**src/hw/rtl/dbl_pkg.sv**
```systemverilog
// Shared types and constants of the two-button debouncer with long press.
// Used by the front, queue, back, top level and checker modules.
`default_nettype none

package dbl_pkg;

   // Field and register widths
   localparam int STAMP_W = 32;
   localparam int DEB_W   = 16;
   localparam int LONG_W  = 24;
   localparam int BUDG_W  = 3;
   localparam int CNT_W   = 3;
   localparam int EVT_CAP = 4;
   localparam int SLOT_W  = 2;

   // Configuration register indexes
   localparam logic CSR_DEBOUNCE = 1'b0;
   localparam logic CSR_LONG     = 1'b1;

   // Reset values of the configuration registers
   localparam logic [DEB_W-1:0]  DEB_RESET  = DEB_W'(50);
   localparam logic [LONG_W-1:0] LONG_RESET = LONG_W'(1000);

   // Event kinds
   localparam logic [1:0] ACT_DOWN    = 2'd0;
   localparam logic [1:0] ACT_UP      = 2'd1;
   localparam logic [1:0] ACT_PRESSED = 2'd2;
   localparam logic [1:0] ACT_LONG    = 2'd3;

   localparam logic [BUDG_W-1:0] BUDGET_CAP = BUDG_W'(EVT_CAP);

   typedef struct packed {
      logic [STAMP_W-1:0] now_ms;
      logic               raw_primary;
      logic               raw_secondary;
      logic [BUDG_W-1:0]  max_events;
   } req_type;

   typedef struct packed {
      logic       button_id;
      logic [1:0] action;
      logic       last;
   } rsp_type;

   typedef struct packed {
      logic       button_id;
      logic [1:0] action;
   } evt_type;

   // Events of one poll, already cut to the budget
   typedef struct packed {
      evt_type [EVT_CAP-1:0] evts;
      logic [CNT_W-1:0]      count;
   } bundle_type;

endpackage

`default_nettype wire

```
**src/hw/rtl/button_debounce_long_press.sv**
```systemverilog
// The bundle of a poll is first written into the queue, and its first event is then
// loaded into the output register. A poll is taken every cycle while the bundle queue
// has room; a poll with no events takes no room. The back part sends one event per
// cycle while the output is not stalled.
// Reset clears the button state and the queue and restores the debounce window to 50
// and the long-press time to 1000. Depends on dbl_pkg, dbl_front, dbl_queue, dbl_back.
`default_nettype none

module button_debounce_long_press
   import dbl_pkg::*;
#(
   parameter int QUEUE_DEPTH = 2
)(
   input  wire logic              clock,
   input  wire logic              reset,
   input  wire logic              csr_we,
   input  wire logic              csr_addr,
   input  wire logic [LONG_W-1:0] csr_wdata,
   input  wire logic              req_valid,
   output logic                   req_ready,
   input  wire req_type           req_data,
   output logic                   rsp_valid,
   input  wire logic              rsp_ready,
   output rsp_type                rsp_data
);

   logic       q_full;
   logic       q_push;
   bundle_type q_bundle;
   logic       head_valid;
   bundle_type head_bundle;
   logic       q_pop;

   dbl_front u_front (
      .clock     (clock),
      .reset     (reset),
      .csr_we    (csr_we),
      .csr_addr  (csr_addr),
      .csr_wdata (csr_wdata),
      .req_valid (req_valid),
      .req_ready (req_ready),
      .req_data  (req_data),
      .q_full    (q_full),
      .q_push    (q_push),
      .q_bundle  (q_bundle)
   );

   dbl_queue #(.DEPTH(QUEUE_DEPTH)) u_queue (
      .clock       (clock),
      .reset       (reset),
      .push        (q_push),
      .push_bundle (q_bundle),
      .full        (q_full),
      .head_valid  (head_valid),
      .head_bundle (head_bundle),
      .pop         (q_pop)
   );

   dbl_back u_back (
      .clock       (clock),
      .reset       (reset),
      .head_valid  (head_valid),
      .head_bundle (head_bundle),
      .pop         (q_pop),
      .rsp_valid   (rsp_valid),
      .rsp_ready   (rsp_ready),
      .rsp_data    (rsp_data)
   );

endmodule

`default_nettype wire

```
**src/hw/rtl/dbl_front.sv**
```systemverilog
// Front part: configuration registers, per-button debounce state and
// classification of each poll into a bundle of events. Uses dbl_pkg.
`default_nettype none

module dbl_front
   import dbl_pkg::*;
(
   input  wire logic              clock,
   input  wire logic              reset,
   input  wire logic              csr_we,
   input  wire logic              csr_addr,
   input  wire logic [LONG_W-1:0] csr_wdata,
   input  wire logic              req_valid,
   output logic                   req_ready,
   input  wire req_type           req_data,
   input  wire logic              q_full,
   output logic                   q_push,
   output bundle_type             q_bundle
);

   logic [DEB_W-1:0]   deb_ff,   deb_in;
   logic [LONG_W-1:0]  long_ff,  long_in;
   logic [1:0]         level_ff, level_in;
   logic [1:0]         fired_ff, fired_in;
   logic [STAMP_W-1:0] chg_ff [2];
   logic [STAMP_W-1:0] chg_in [2];
   logic [STAMP_W-1:0] prs_ff [2];
   logic [STAMP_W-1:0] prs_in [2];

   evt_type    ev0 [2];
   evt_type    ev1 [2];
   logic [1:0] nev [2];
   logic [1:0] raw;
   logic       accept;
   logic [CNT_W-1:0]  total;
   logic [BUDG_W-1:0] budget;

   assign req_ready = !q_full;
   assign accept    = req_valid && req_ready;
   assign raw       = {req_data.raw_secondary, req_data.raw_primary};

   // Write configuration
   always_comb begin
      deb_in  = deb_ff;
      long_in = long_ff;
      if (csr_we) begin
         case (csr_addr)
            CSR_DEBOUNCE: deb_in  = csr_wdata[DEB_W-1:0];
            CSR_LONG:     long_in = csr_wdata;
            default:      ;
         endcase
      end
   end

   // Evaluate each button: accepted change, then long-press check
   for (genvar b = 0; b < 2; b++) begin : g_btn
      logic [STAMP_W-1:0] dchg;
      logic [STAMP_W-1:0] dprs;
      logic               chg_ok;
      logic               long_ok;

      assign dchg    = req_data.now_ms - chg_ff[b];
      assign dprs    = req_data.now_ms - prs_ff[b];
      assign chg_ok  = (raw[b] != level_ff[b]) && (dchg >= STAMP_W'(deb_ff));
      assign long_ok = level_ff[b] && !fired_ff[b] && (dprs >= STAMP_W'(long_ff));

      always_comb begin
         level_in[b] = level_ff[b];
         fired_in[b] = fired_ff[b];
         chg_in[b]   = chg_ff[b];
         prs_in[b]   = prs_ff[b];
         ev0[b]      = '{button_id: 1'(b), action: ACT_DOWN};
         ev1[b]      = '{button_id: 1'(b), action: ACT_LONG};
         nev[b]      = 2'd0;
         if (chg_ok) begin
            level_in[b] = raw[b];
            chg_in[b]   = req_data.now_ms;
            if (raw[b]) begin
               // press: timer restarts, zero long time fires at once
               prs_in[b]   = req_data.now_ms;
               ev0[b].action = ACT_DOWN;
               ev1[b].action = ACT_LONG;
               if (long_ff == '0) begin
                  fired_in[b] = 1'b1;
                  nev[b]      = 2'd2;
               end else begin
                  fired_in[b] = 1'b0;
                  nev[b]      = 2'd1;
               end
            end else begin
               // release: click only if no long press was reported
               ev0[b].action = ACT_UP;
               ev1[b].action = ACT_PRESSED;
               nev[b]        = fired_ff[b] ? 2'd1 : 2'd2;
            end
         end else if (long_ok) begin
            fired_in[b]   = 1'b1;
            ev0[b].action = ACT_LONG;
            nev[b]        = 2'd1;
         end
      end
   end

   // Pack button 0 events ahead of button 1 events, cut to the budget
   always_comb begin
      budget = (req_data.max_events > BUDGET_CAP) ? BUDGET_CAP : req_data.max_events;
      total  = CNT_W'(nev[0]) + CNT_W'(nev[1]);
      q_bundle.count   = (total > budget) ? budget : total;
      q_bundle.evts[0] = (nev[0] != 2'd0) ? ev0[0] : ev0[1];
      case (nev[0])
         2'd2:    q_bundle.evts[1] = ev1[0];
         2'd1:    q_bundle.evts[1] = ev0[1];
         default: q_bundle.evts[1] = ev1[1];
      endcase
      q_bundle.evts[2] = (nev[0] == 2'd2) ? ev0[1] : ev1[1];
      q_bundle.evts[3] = ev1[1];
   end

   assign q_push = accept && (q_bundle.count != '0);

   // Hold configuration and button state
   always_ff @(posedge clock) begin
      if (reset) begin
         deb_ff   <= DEB_RESET;
         long_ff  <= LONG_RESET;
         level_ff <= '0;
         fired_ff <= '0;
         chg_ff   <= '{default: '0};
         prs_ff   <= '{default: '0};
      end else begin
         deb_ff  <= deb_in;
         long_ff <= long_in;
         if (accept) begin
            level_ff <= level_in;
            fired_ff <= fired_in;
            chg_ff   <= chg_in;
            prs_ff   <= prs_in;
         end
      end
   end

endmodule

`default_nettype wire

```
**src/hw/rtl/dbl_queue.sv**
```systemverilog
// Short queue of event bundles between the front and back parts.
// Uses dbl_pkg for the bundle type.
`default_nettype none

module dbl_queue
   import dbl_pkg::*;
#(
   parameter int DEPTH = 2
)(
   input  wire logic       clock,
   input  wire logic       reset,
   input  wire logic       push,
   input  wire bundle_type push_bundle,
   output logic            full,
   output logic            head_valid,
   output bundle_type      head_bundle,
   input  wire logic       pop
);

   localparam int PTR_W  = (DEPTH > 1) ? $clog2(DEPTH) : 1;
   localparam int FILL_W = $clog2(DEPTH + 1);

   bundle_type         mem_ff [DEPTH];
   logic [PTR_W-1:0]   wr_ptr_ff, wr_ptr_in;
   logic [PTR_W-1:0]   rd_ptr_ff, rd_ptr_in;
   logic [FILL_W-1:0]  fill_ff,   fill_in;
   logic               do_push;
   logic               do_pop;

   assign full        = (fill_ff == FILL_W'(DEPTH));
   assign head_valid  = (fill_ff != '0);
   assign head_bundle = mem_ff[rd_ptr_ff];
   assign do_push     = push && !full;
   assign do_pop      = pop && head_valid;

   // Advance pointers and fill count
   always_comb begin
      wr_ptr_in = wr_ptr_ff;
      rd_ptr_in = rd_ptr_ff;
      fill_in   = fill_ff;
      if (do_push) begin
         wr_ptr_in = (wr_ptr_ff == PTR_W'(DEPTH - 1)) ? '0 : wr_ptr_ff + 1'b1;
      end
      if (do_pop) begin
         rd_ptr_in = (rd_ptr_ff == PTR_W'(DEPTH - 1)) ? '0 : rd_ptr_ff + 1'b1;
      end
      if (do_push && !do_pop) begin
         fill_in = fill_ff + 1'b1;
      end else if (do_pop && !do_push) begin
         fill_in = fill_ff - 1'b1;
      end
   end

   always_ff @(posedge clock) begin
      if (reset) begin
         wr_ptr_ff <= '0;
         rd_ptr_ff <= '0;
         fill_ff   <= '0;
      end else begin
         wr_ptr_ff <= wr_ptr_in;
         rd_ptr_ff <= rd_ptr_in;
         fill_ff   <= fill_in;
      end
   end

   // Store bundle
   always_ff @(posedge clock) begin
      if (do_push) begin
         mem_ff[wr_ptr_ff] <= push_bundle;
      end
   end

endmodule

`default_nettype wire

```
**src/hw/rtl/dbl_back.sv**
```systemverilog
// Back part: walks the head bundle one event per cycle into the output
// register while it is free, and marks the final event of each poll. Uses dbl_pkg.
`default_nettype none

module dbl_back
   import dbl_pkg::*;
(
   input  wire logic       clock,
   input  wire logic       reset,
   input  wire logic       head_valid,
   input  wire bundle_type head_bundle,
   output logic            pop,
   output logic            rsp_valid,
   input  wire logic       rsp_ready,
   output rsp_type         rsp_data
);

   logic [SLOT_W-1:0] slot_ff, slot_in;
   logic              valid_ff, valid_in;
   rsp_type           data_ff, data_in;
   logic              out_free;
   logic              load;
   logic              is_last;
   evt_type           ev;

   assign out_free = !valid_ff || rsp_ready;
   assign load     = head_valid && out_free;
   assign ev       = head_bundle.evts[slot_ff];
   assign is_last  = (CNT_W'(slot_ff) + 1'b1) == head_bundle.count;
   assign pop      = load && is_last;

   // Advance slot, load output register
   always_comb begin
      slot_in  = slot_ff;
      valid_in = valid_ff;
      data_in  = data_ff;
      if (load) begin
         slot_in  = is_last ? '0 : slot_ff + 1'b1;
         valid_in = 1'b1;
         data_in  = '{button_id: ev.button_id, action: ev.action, last: is_last};
      end else if (rsp_ready) begin
         valid_in = 1'b0;
      end
   end

   always_ff @(posedge clock) begin
      if (reset) begin
         slot_ff  <= '0;
         valid_ff <= 1'b0;
      end else begin
         slot_ff  <= slot_in;
         valid_ff <= valid_in;
      end
   end

   always_ff @(posedge clock) begin
      data_ff <= data_in;
   end

   assign rsp_valid = valid_ff;
   assign rsp_data  = data_ff;

endmodule

`default_nettype wire

```
**config.mk**
```make
export PLATFORM = sky130hd
export DESIGN_NAME = button_debounce_long_press
export DESIGN_NICKNAME = d
export VERILOG_FILES = /design/src/hw/rtl/dbl_pkg.sv /design/src/hw/rtl/button_debounce_long_press.sv /design/src/hw/rtl/dbl_front.sv /design/src/hw/rtl/dbl_queue.sv /design/src/hw/rtl/dbl_back.sv
export SDC_FILE = /design/constraint.sdc
export NUM_CORES = 1
export LEC_CHECK = 0
export ABC_AREA = 1
export BUFFER_PORTS_ARGS = -buffer_cell sky130_fd_sc_hd__buf_2
export CAP_MARGIN = 30
export CORE_MARGIN = 3
export CORE_UTILIZATION = 30
export CTS_CLUSTER_SIZE = 8
export DETAILED_ROUTE_END_ITERATION = 8
export PLACE_DENSITY = 0.46
export SLEW_MARGIN = 20
export SYNTH_ARGS = -nofsm -noshare
export SYNTH_HDL_FRONTEND = slang
export SYNTH_SLANG_ARGS = --single-unit
```
**constraint.sdc**
```tcl
create_clock -name clock -period 19.3 [get_ports clock]
set_input_delay 5.79 -clock clock [delete_from_list [all_inputs] [get_ports clock]]
set_output_delay 5.79 -clock clock [all_outputs]
set_load 0.01 [all_outputs]
```
==> results.yml <==
status:
  status: "complete, no violations"
clock_network:
  clock-root-buffer: "clkbuf_16"
  clkTransAtPathRegs_ps: 50
  cts_hold_buf: 0
  clk_latency_ps: 600
  cts-buffers-inserted: 31
  cts_tree: "done"
  cts_setup_buffers: 0
  clock-sinks: 208
  htreeDepth: 1
  ctsResizeCount: 0
  cts_buffer_depth: 3
floorplan:
  dieArea_sq_mm: 0.0658
  io_pins: 73
  start_util_pct: 30.4
  core_area_sq_mm: 0.0619
  die_w_microns: 256
  die-height_microns: 256
  rows: 91
yosys:
  synth.most_common_cell: "nand2_1"
  yosys-top-cells-area: "dfxtp_1, nand2_1, ha_1"
  synth_seq_area_share_pct: 23.6
  synth.avg_cell_area_sq_um: 6.30
  syn_inst: 2989
  ys_ff_latch: 208
  synth_top_area_cell: "dfxtp_1"
  synth_edf_count: 28
  synth_top_flop_cell: "dfxtp_1"
  syn-num-nets: 3275
  synth.top_cell.area_share_pct: 19.1
  async_reset_ff_share_pct: 0
  synth_cell_types: 53
  syn-cell-area_sq_mm: 0.0188
  ys_warn_count: 0
  synth_common_cells: "nand2_1, inv_1, nor2_1, a21oi_1, ha_1"
global_route:
  grt_start_max_net_pins: 77
  grt_pass1_wl_mm: 105
  antenna_found_initial: 1
  grt_usage_pct: 20.6
  grt_pass1_vias: 17987
  grt_overflow_total: 0
  met2_usage_pct: 31.1
  use_met1_pct: 30.1
  top_usage_layer: "met2"
  grt_util_met3_pct: 2.28
power_and_ir_drop:
  switchingPower_uw: 853
  switching_share_pct: 42.6
  p_seq_share_pct: 26.8
  ir_worst_vdd_v: 0.0000681
  internal-power_uw: 1150
  p_leak_uw: 0.0102
  share_comb_of_total_power_pct: 46.6
  pwr_density_cell_mw_per_mm2: 95.9
  pwr-share-clk_pct: 26.6
worst_setup_path:
  slowest_stage: "fa_1"
  cpMostUsedCell: "nand2_1"
  worstSetupStartpointType: "input pin"
  critPathBufInv: 5
  cp-end-kind: "flip-flop"
  path_delay_family: "adder cells"
  critPathRequiredTime_ps: 19790
  critPathMaxStageDelay_ps: 500
  crit_fanout: 6
  crit_arrival_ps: 12220
  critPathKind: "in -> reg"
timing:
  clock.fmax_mhz: 85.3
  rsz0062_at_grt: "no"
  fin_hold_ws_ps: 455
  slew_violations: 0
  worstMarginPinSlew_ps: 969
  period_share_pct: 60.8
  finalCriticalPeriod_ps: 11730
  setup_viol: 0
  tns_ps: 0
  fin_skew_ps: 17.2
  hold_viol_final: 0
  slew_headroom_pct: 35.4
layout:
  final_nets: 3329
  fillCellCount: 6908
  syn2layout_area_growth_pct: 10.9
  fin_area_sq_mm: 0.0209
  drive_above_1_share_pct: 6.58
  instances_no_fill: 3892
  utilization_pct: 33.7
  antenna_cells: 0
placement:
  place_congestion: 0.904
  placed_cell_area_sq_mm: 0.0199
  dp_hpwl_mm: 54.2
  dp_cells: 3845
  numPortBuffers: 72
drt:
  detail-route-antenna-nets: 0
  vias_per_cell: 4.84
  dr_total_vias: 18841
  routed_wirelength_mm: 69.4
  first_pass_iters: 5
  drt_iter0_markers: 1279
  wire_per_inst_microns: 17.8
  drcViolationCount: 0
job:
  cap_violations: 0
min_path:
  min_path_type: "reg -> reg"
cell type report:
class / count / area [sq um] / area share [%]
clock buffer: 43 / 871 / 4.17
tap: 837 / 1050 / 5.01
clock inverter: 2 / 50.0 / 0.240
multi-input combinational: 2210 / 12100 / 58.0
inverter: 511 / 1920 / 9.20
timing repair buffer: 81 / 428 / 2.05
sequential: 208 / 4440 / 21.3
cell families (layout without fill, tap and decap cells):
logic type	count (synthesis)	in the layout	share of synthesized area, %
buf+inv	571	637	12.0
compound gates	527	527	15.2
simple gates	1379	1379	30.4
mux	1	1	0.0598
xor+xnor	84	84	3.91
fa+ha+maj	219	219	14.8
flops	208	208	23.6
state kept, by name, summed over array words and instances (netlist names), named ones only:
register / flops
u_front.level_ff: 2
u_back.slot_ff: 2
u_queue.rd_ptr_ff: 1
u_front.chg_ff: 64
u_queue.wr_ptr_ff: 1
u_back.rsp_data: 4
u_front.fired_ff: 2
u_queue.fill_ff: 2
u_front.long_ff: 24
u_front.prs_ff: 64
u_queue.mem_ff: 24
u_front.deb_ff: 16
u_back.rsp_valid: 1
layer usage:
layer	vias up	routed length [microns]
met1	8668	35000
li1	9647	-
met3	78	3770
met4	0	2500
met5	-	0
met2	448	28100
power groups by stage:
stage | registers [uW] | clock network, uW | logic [uW]
CTS | 537 | 551 | 928
floorplan | 541 | 0 | 673
finish | 537 | 532 | 934
detailed placement | 546 | 0 | 922
global route | 543 | 567 | 1060
global placement | 546 | 0 | 916
worst min-delay path, cell delays in order, from the launching register on:
cell and delay (ps):
dfxtp_1 310, inv_1 50, a21oi_1 50
stage by stage:
step	power [uW]	setup WS [ps]
floorplan	1210	8140
global placement	1460	6870
detailed placement	1470	6780
CTS	2020	7430
global route	2170	7110
finish	2000	7570
cell usage in the layout (no fill, tap or decap), types with 9 or more instances in the layout:
master,count
inv_1,497
dfxtp_1,180
edfxtp_1,28
a21o_1,11
inv_2,11
buf_2,72
a21oi_1,247
o21ai_1,24
ha_1,214
o21bai_1,15
clkbuf_16,31
buf_4,9
nand4_1,31
a21oi_2,21
a31oi_1,16
nor3_1,19
nor2_1,318
xor2_1,64
nand2_1,799
nand3b_1,14
nand3_1,140
xnor2_1,20
o21ai_0,167
o211ai_1,11
nand2_2,27
final timing paths:
path,start,endpoint,slack (ps),depth (start not counted)
max,req_data[5],u_queue.fill_ff[1]$_SDFFE_PP0P_,7570,40
min,u_front.chg_ff[32]$_SDFFE_PP0P_,u_front.chg_ff[32]$_SDFFE_PP0P_,450,2
max reg2reg,u_front.prs_ff[32]$_SDFFE_PP0P_,u_queue.fill_ff[1]$_SDFFE_PP0P_,12710,38
min reg2reg,u_front.chg_ff[32]$_SDFFE_PP0P_,u_front.chg_ff[32]$_SDFFE_PP0P_,450,2
Power figures use the tool's default switching activity.
